**config.mk**
```make
export PLATFORM = sky130hd
export DESIGN_NAME = bba_ctrl
export DESIGN_NICKNAME = d
export VERILOG_FILES = /design/src/bba_pkg.sv /design/src/bba_ctrl.sv
export SDC_FILE = /design/constraint.sdc
export NUM_CORES = 1
export LEC_CHECK = 0
export BUFFER_PORTS_ARGS = -buffer_cell sky130_fd_sc_hd__clkbuf_2
export CORE_AREA = 5 5 42 44
export CTS_BUF_LIST = sky130_fd_sc_hd__clkbuf_4 sky130_fd_sc_hd__clkbuf_8 sky130_fd_sc_hd__clkbuf_16
export DETAILED_ROUTE_END_ITERATION = 6
export DIE_AREA = 0 0 47 49
export GPL_TIMING_DRIVEN = 1
export PLACE_DENSITY_LB_ADDON = 0.1
export SLEW_MARGIN = 10
export SYNTH_ARGS = -nofsm -noshare
export SYNTH_HDL_FRONTEND = slang
export SYNTH_SLANG_ARGS = --single-unit
```
**constraint.sdc**
```tcl
create_clock -name clk -period 1.4 [get_ports clk]
set_input_delay 0.07 -clock clk [delete_from_list [all_inputs] [get_ports clk]]
set_output_delay 0.07 -clock clk [all_outputs]
set_load 0.02 [all_outputs]
```
**src/bba_pkg.sv**
```systemverilog
`timescale 1ns / 1ps
// shared types and constants for the bitmap block allocator
// no dependencies; imported by every module of the block

package bba_pkg;

  // default sizing of the bitmap
  localparam int DEF_MAX_BLOCKS = 4096;
  localparam int DEF_WORD_BITS  = 32;

  // field widths fixed by the stream format
  localparam int LIMIT_W  = 13;
  localparam int INDEX_W  = 12;
  localparam int STATUS_W = 2;
  localparam int S_DATA_W = 16;
  localparam int M_DATA_W = 16;

  localparam logic [LIMIT_W-1:0] LIMIT_RESET = 13'd4096;

  // request modes
  localparam logic MODE_ALLOC = 1'b0;
  localparam logic MODE_FREE  = 1'b1;

  // result status codes
  localparam logic [STATUS_W-1:0] STATUS_OK    = 2'd0;
  localparam logic [STATUS_W-1:0] STATUS_FULL  = 2'd1;
  localparam logic [STATUS_W-1:0] STATUS_RANGE = 2'd2;

  // controller to datapath commands
  typedef struct packed {
    logic accept;    // latch request, issue first bitmap read
    logic scan;      // test current word, read next one
    logic free_wr;   // clear the bit of the freed block
    logic load_out;  // move result into the output register
  } cmd_t;

  // datapath to controller status
  typedef struct packed {
    logic in_mode;   // mode of the beat on the input
    logic range_err; // input index at or above the limit
    logic hit;       // current word has a free block below the limit
    logic last;      // current word is the last one under the limit
    logic out_free;  // output register can take a result
  } sts_t;

endpackage

```
**src/bba_ctrl.sv**
```systemverilog
`timescale 1ns / 1ps
// controller state machine of the bitmap block allocator
// depends on bba_pkg; drives the datapath through cmd_t, reads sts_t

module bba_ctrl (
  input  logic          clk,
  input  logic          rst,
  input  logic          s_axis_tvalid,
  output logic          s_axis_tready,
  input  bba_pkg::sts_t sts,
  output bba_pkg::cmd_t cmd
);
  import bba_pkg::*;

  typedef enum logic [3:0] {
    ST_IDLE = 4'b0001,
    ST_SCAN = 4'b0010,
    ST_FREE = 4'b0100,
    ST_RESP = 4'b1000
  } state_t;

  state_t state, state_next;

  // state register
  always_ff @(posedge clk) begin
    if (rst) begin
      state <= ST_IDLE;
    end else begin
      state <= state_next;
    end
  end

  // next state and commands
  always_comb begin
    state_next    = state;
    cmd           = '0;
    s_axis_tready = 1'b0;
    case (state)
      ST_IDLE: begin
        s_axis_tready = 1'b1;
        if (s_axis_tvalid) begin
          cmd.accept = 1'b1;
          if (sts.in_mode == MODE_ALLOC) begin
            state_next = ST_SCAN;
          end else if (sts.range_err) begin
            state_next = ST_RESP;
          end else begin
            state_next = ST_FREE;
          end
        end
      end
      ST_SCAN: begin
        cmd.scan = 1'b1;
        if (sts.hit || sts.last) begin
          state_next = ST_RESP;
        end
      end
      ST_FREE: begin
        cmd.free_wr = 1'b1;
        state_next  = ST_RESP;
      end
      ST_RESP: begin
        if (sts.out_free) begin
          cmd.load_out = 1'b1;
          state_next   = ST_IDLE;
        end
      end
      default: begin
        state_next = ST_IDLE;
      end
    endcase
  end

endmodule

```
[Yosys cells after proc, flatten, opt, wreduce, memory -nomap -nowiden]
Cells that the tools add are included.
Cells by class
  add/sub/neg operators: 0
  $mul: 0
  div/mod/pow operators: 0
  order comparisons: 0
  equal/unequal tests: 7
  shifts and indexed selects: 0
  muxes and demuxes: 13
  bitwise gates (word level): 0
  reductions and logical operators: 2
Operators by type and width (number)
  $mux 4: 5
  $pmux 4 s4: 1
  $mux 1: 7
  $ne 2x2->1 const B: 3
  $eq 4x1->1 const B: 1
  $eq 4x2->1 const B: 1
  $eq 4x3->1 const B: 1
  $eq 4x4->1 const B: 1
  $reduce_and 3->1: 1
  $logic_or 1x1->1: 1
Word-level totals
  bits in registers: 4
  latch bits: 0
  bits in writable memories: 0
  memory bits (read-only): 0
  input port bits: 8
  output and inout port bits: 5
  memories: 0

[Logic depth before layout (Yosys ltp)]
  depth after elaboration: 4
  depth in mapped cells: 4
  mapped depth without buffers: 4

[Least setup slack after synthesis]
Ideal clock, no wire load.
  path kind: register -> register
  from: register state[3]
  to: register state[1]
  arrival: 1.345 ns
  setup slack: -0.033 ns
  cell stages (with the launch flop): 5
  path buffers: 0
  cell sequence: dfxtp_1 nor4b_4 nand2_2 o21a_1 a311oi_2
On the way
  longest elaborated chain between the ends: 3
Ends and longest elaborated chain
  start, declared: RTL line bba_ctrl.sv:22  | state_t state, state_next;
  start signal, assigned: RTL line bba_ctrl.sv:29  | state <= state_next;
  $eq 4x2->1 (tied with other cells): RTL line bba_ctrl.sv:38  | case (state)
  $ne 2x2->1 (no line)
  $reduce_and 3->1 (no line)
Parallel ways exist; a longest one is shown, timed or not.
A chain may end at the register's enable or synchronous reset.

[Final worst setup path]
  from: register state[2]
  to: register state[1]
Same word-level chain as after synthesis.

==> summary.txt <==
Place
  • Port Buffers: 12
  • HPWL Detailed: 586 um
  • Dpl cells: 59
  • RePlAce Congestion: 0.714
  • Place WS: 0.103 ns

STA
  • Max frequency: 731 MHz
  • Final worst-path cycle share: 97.8%
  • Clock skew: 0.0132 ns
  • Final worst-path setup slack: 0.0313 ns
  • Tmin final: 1.37 ns
  • Slew HR: 77.1%
  • Setup TNS: 0 ns
  • Fin. max-slew vios: 0
  • Unrepaired setup endpoints after global routing: yes
  • Final setup viols: 0
  • Slew @ Worst Pin: 0.338 ns
  • Fin. Hold Viols: 0

GRT
  • Initial antenna violation count: 0
  • Total track usage: 8.65%
  • Vias in the first global route: 347
  • Largest net degree at the start of global routing: 9
  • First-pass GRT wire length: 1420 um
  • Gr ovfl total: 0

Route
  • Wire per inst: 11.8 um
  • Iter 0 DRT Violations: 6
  • Drt total wl: 816 um
  • Router iterations before antenna repair: 2
  • Vias per cell: 4.43
  • Via count: 306
  • Final ANT Viol Nets: 0
  • Residual DRC count: 0

Clock tree
  • Worst-Skew Late Latency: 0.24 ns
  • Hold buffers post-CTS: 0
  • H-tree levels: 1
  • Sink Count: 4
  • Clock Path Buffers: 2
  • TritonCTS clock tree: built
  • Clock slew at reported path FFs: 0.05 ns
  • Inserted Clock Buffers: 3
  • Root buf cell: clkbuf_4

Synth
  • Post-synthesis cell type count: 20
  • Cell taking the most area after synthesis: dfxtp_1
  • Post-Syn Area: 265 sq um
  • Post-synth top flop: dfxtp_1
  • Avg Inst Size Synth: 8.84 sq um
  • Top cells by area, synth: dfxtp_1 30%, nor4b_1 9.9%, nor4b_4 9.0%, a311oi_2 5.7%, inv_1 4.2%
  • Yosys reg bits: 4
  • Mapped Nets: 38
  • Post-synth ARST share: 0%
  • Top cell type's share of synthesized area: 30.2%
  • Cells after synthesis: 30
  • Count leader, synth: dfxtp_1
  • Synthesis warning total: 0
  • Sequential cell area fraction in the yosys report: 30.2%
  • EDFF count, synth: 0
  • Most common library cells after synthesis: 4 x dfxtp_1, 3 x inv_1, 3 x nand2_1, 3 x nor4b_1, 2 x o21ai_0

Hold path
  • Worst hold stages: 2
  • Min-delay src: sts[3]
  • Worst min-delay path class: primary input to flop
  • WHS Endpoint: state[2]

Pwr
  • Max VDD drop: 0.695 mV
  • PwrDens: 1040 nW/um^2
  • Static leakage: 0.233 nW
  • Overall power: 0.000484 W

Finish
  • Finished Core Util: 33.2%
  • Layout area overhead: 75.5%
  • Largest register FFs: 4
  • Final Instance Count excl. Fillers: 69
  • Largest regs: state x4
  • Fillers: 169
  • Diodes inserted: 0
  • Biggest register: state
  • Share of cells above drive strength 1: 62.3%
  • Final #Nets: 62

Worst setup path
  • Critical Path Start: state[2]
  • Worst setup SP type: flop
  • CP Capture Type: flop
  • Crit Path Max Fanout: 4
  • Critical path arrival: 1.51 ns
  • Cell count of the worst reg-to-reg path: 5
  • Reg2reg start: state[2]
  • R2r endpoint: state[1]
  • Critical path class: flop to flop
  • R2R Setup Slk: 0.03 ns
  • Data required, critical path: 1.54 ns

Floorplanning
  • Row count: 14
  • Total core area: 1400 sq um
  • Initial core utilization: 18.9%
  • IO Count: 13
  • Die Span X: 47 um
  • Die area: 2300 sq um
  • Die Y: 49 um

Flow run
  • Max-Cap Viols: 0

Run status
  • Status: finished clean
worst max path at each step:
stage	end	cells after the start
after CTS	cmd[3]	5
after floorplan	state[1]	4
after global routing	state[1]	5
after global placement	state[1]	4
after detailed placement	state[1]	4
final	state[1]	5
critical path, cell delays in order (launching register included):
cell and delay [ns]:
dfxtp_4 0.35, nor4b_4 0.31, nand2_2 0.09, buf_4 0.14, o21a_1 0.19, a311oi_2 0.20
cell usage in the layout (no fill, tap or decap):
| cell | count |
|---|---|
| buf_4 | 6 |
| o21a_1 | 1 |
| nor4b_2 | 1 |
| nor3b_2 | 1 |
| clkbuf_2 | 11 |
| a311oi_2 | 1 |
| and3_1 | 1 |
| and2_1 | 1 |
| nor4b_4 | 1 |
| inv_2 | 1 |
| and2b_1 | 1 |
| nor2b_1 | 1 |
| a211oi_1 | 1 |
| o21ai_1 | 1 |
| nand2_1 | 3 |
| a21o_1 | 1 |
| o311ai_1 | 1 |
| inv_1 | 2 |
| buf_8 | 1 |
| o21ai_0 | 1 |
| buf_6 | 1 |
| clkbuf_4 | 4 |
| dfxtp_4 | 3 |
| nand2_2 | 1 |
| dfxtp_2 | 1 |
| or2b_1 | 1 |
| a21oi_1 | 1 |
| nor4b_1 | 2 |
| nor2_1 | 1 |
metal layers:
metal	up-vias	part of all wire [%]	global-route usage, %
li1	158	-	-
met1	138	38	8.53
met2	8	53	13.6
met3	2	7.1	5.54
met4	0	1.5	4.15
met5	-	0	0
cells by family after synthesis:
group,share of synthesized area [%]
compound gates,23.1
buf+inv,4.24
flops,30.2
simple gates,42.5
repair_timing:
item / 4_1_cts / 5_1_grt
endpoints found under the setup margin: 1 / 3
buffers inserted: 4 / 2
resized for setup: 5 / 8
pin swaps: 2 / 2
cell type report:
type	count	area, sq um	share of cell area, %
Sequential cell	4	92.6	19.9
Multi-Input combinational cell	23	185	39.8
Timing Repair Buffer	19	126	27.2
Inverter	3	11.3	2.42
Clock buffer	4	30.0	6.45
Tap cell	16	20.0	4.30
report_power, final:
group | internal, W | switching (W) | leakage, nW
logic | 0.0000930 | 0.0000705 | 0.180
clock network | 0.000127 | 0.0000520 | 0.0184
registers | 0.000124 | 0.0000175 | 0.0346
through the flow:
| step | hold slack, ns | area, sq um |
|---|---|---|
| after floorplan | 0.133 | 269 |
| after global placement | 0.261 | 357 |
| after detailed placement | 0.261 | 357 |
| after CTS | 0.0189 | 429 |
| after global routing | 0.0105 | 465 |
| final | 0.0130 | 465 |
(Power assumes the default switching activity.)
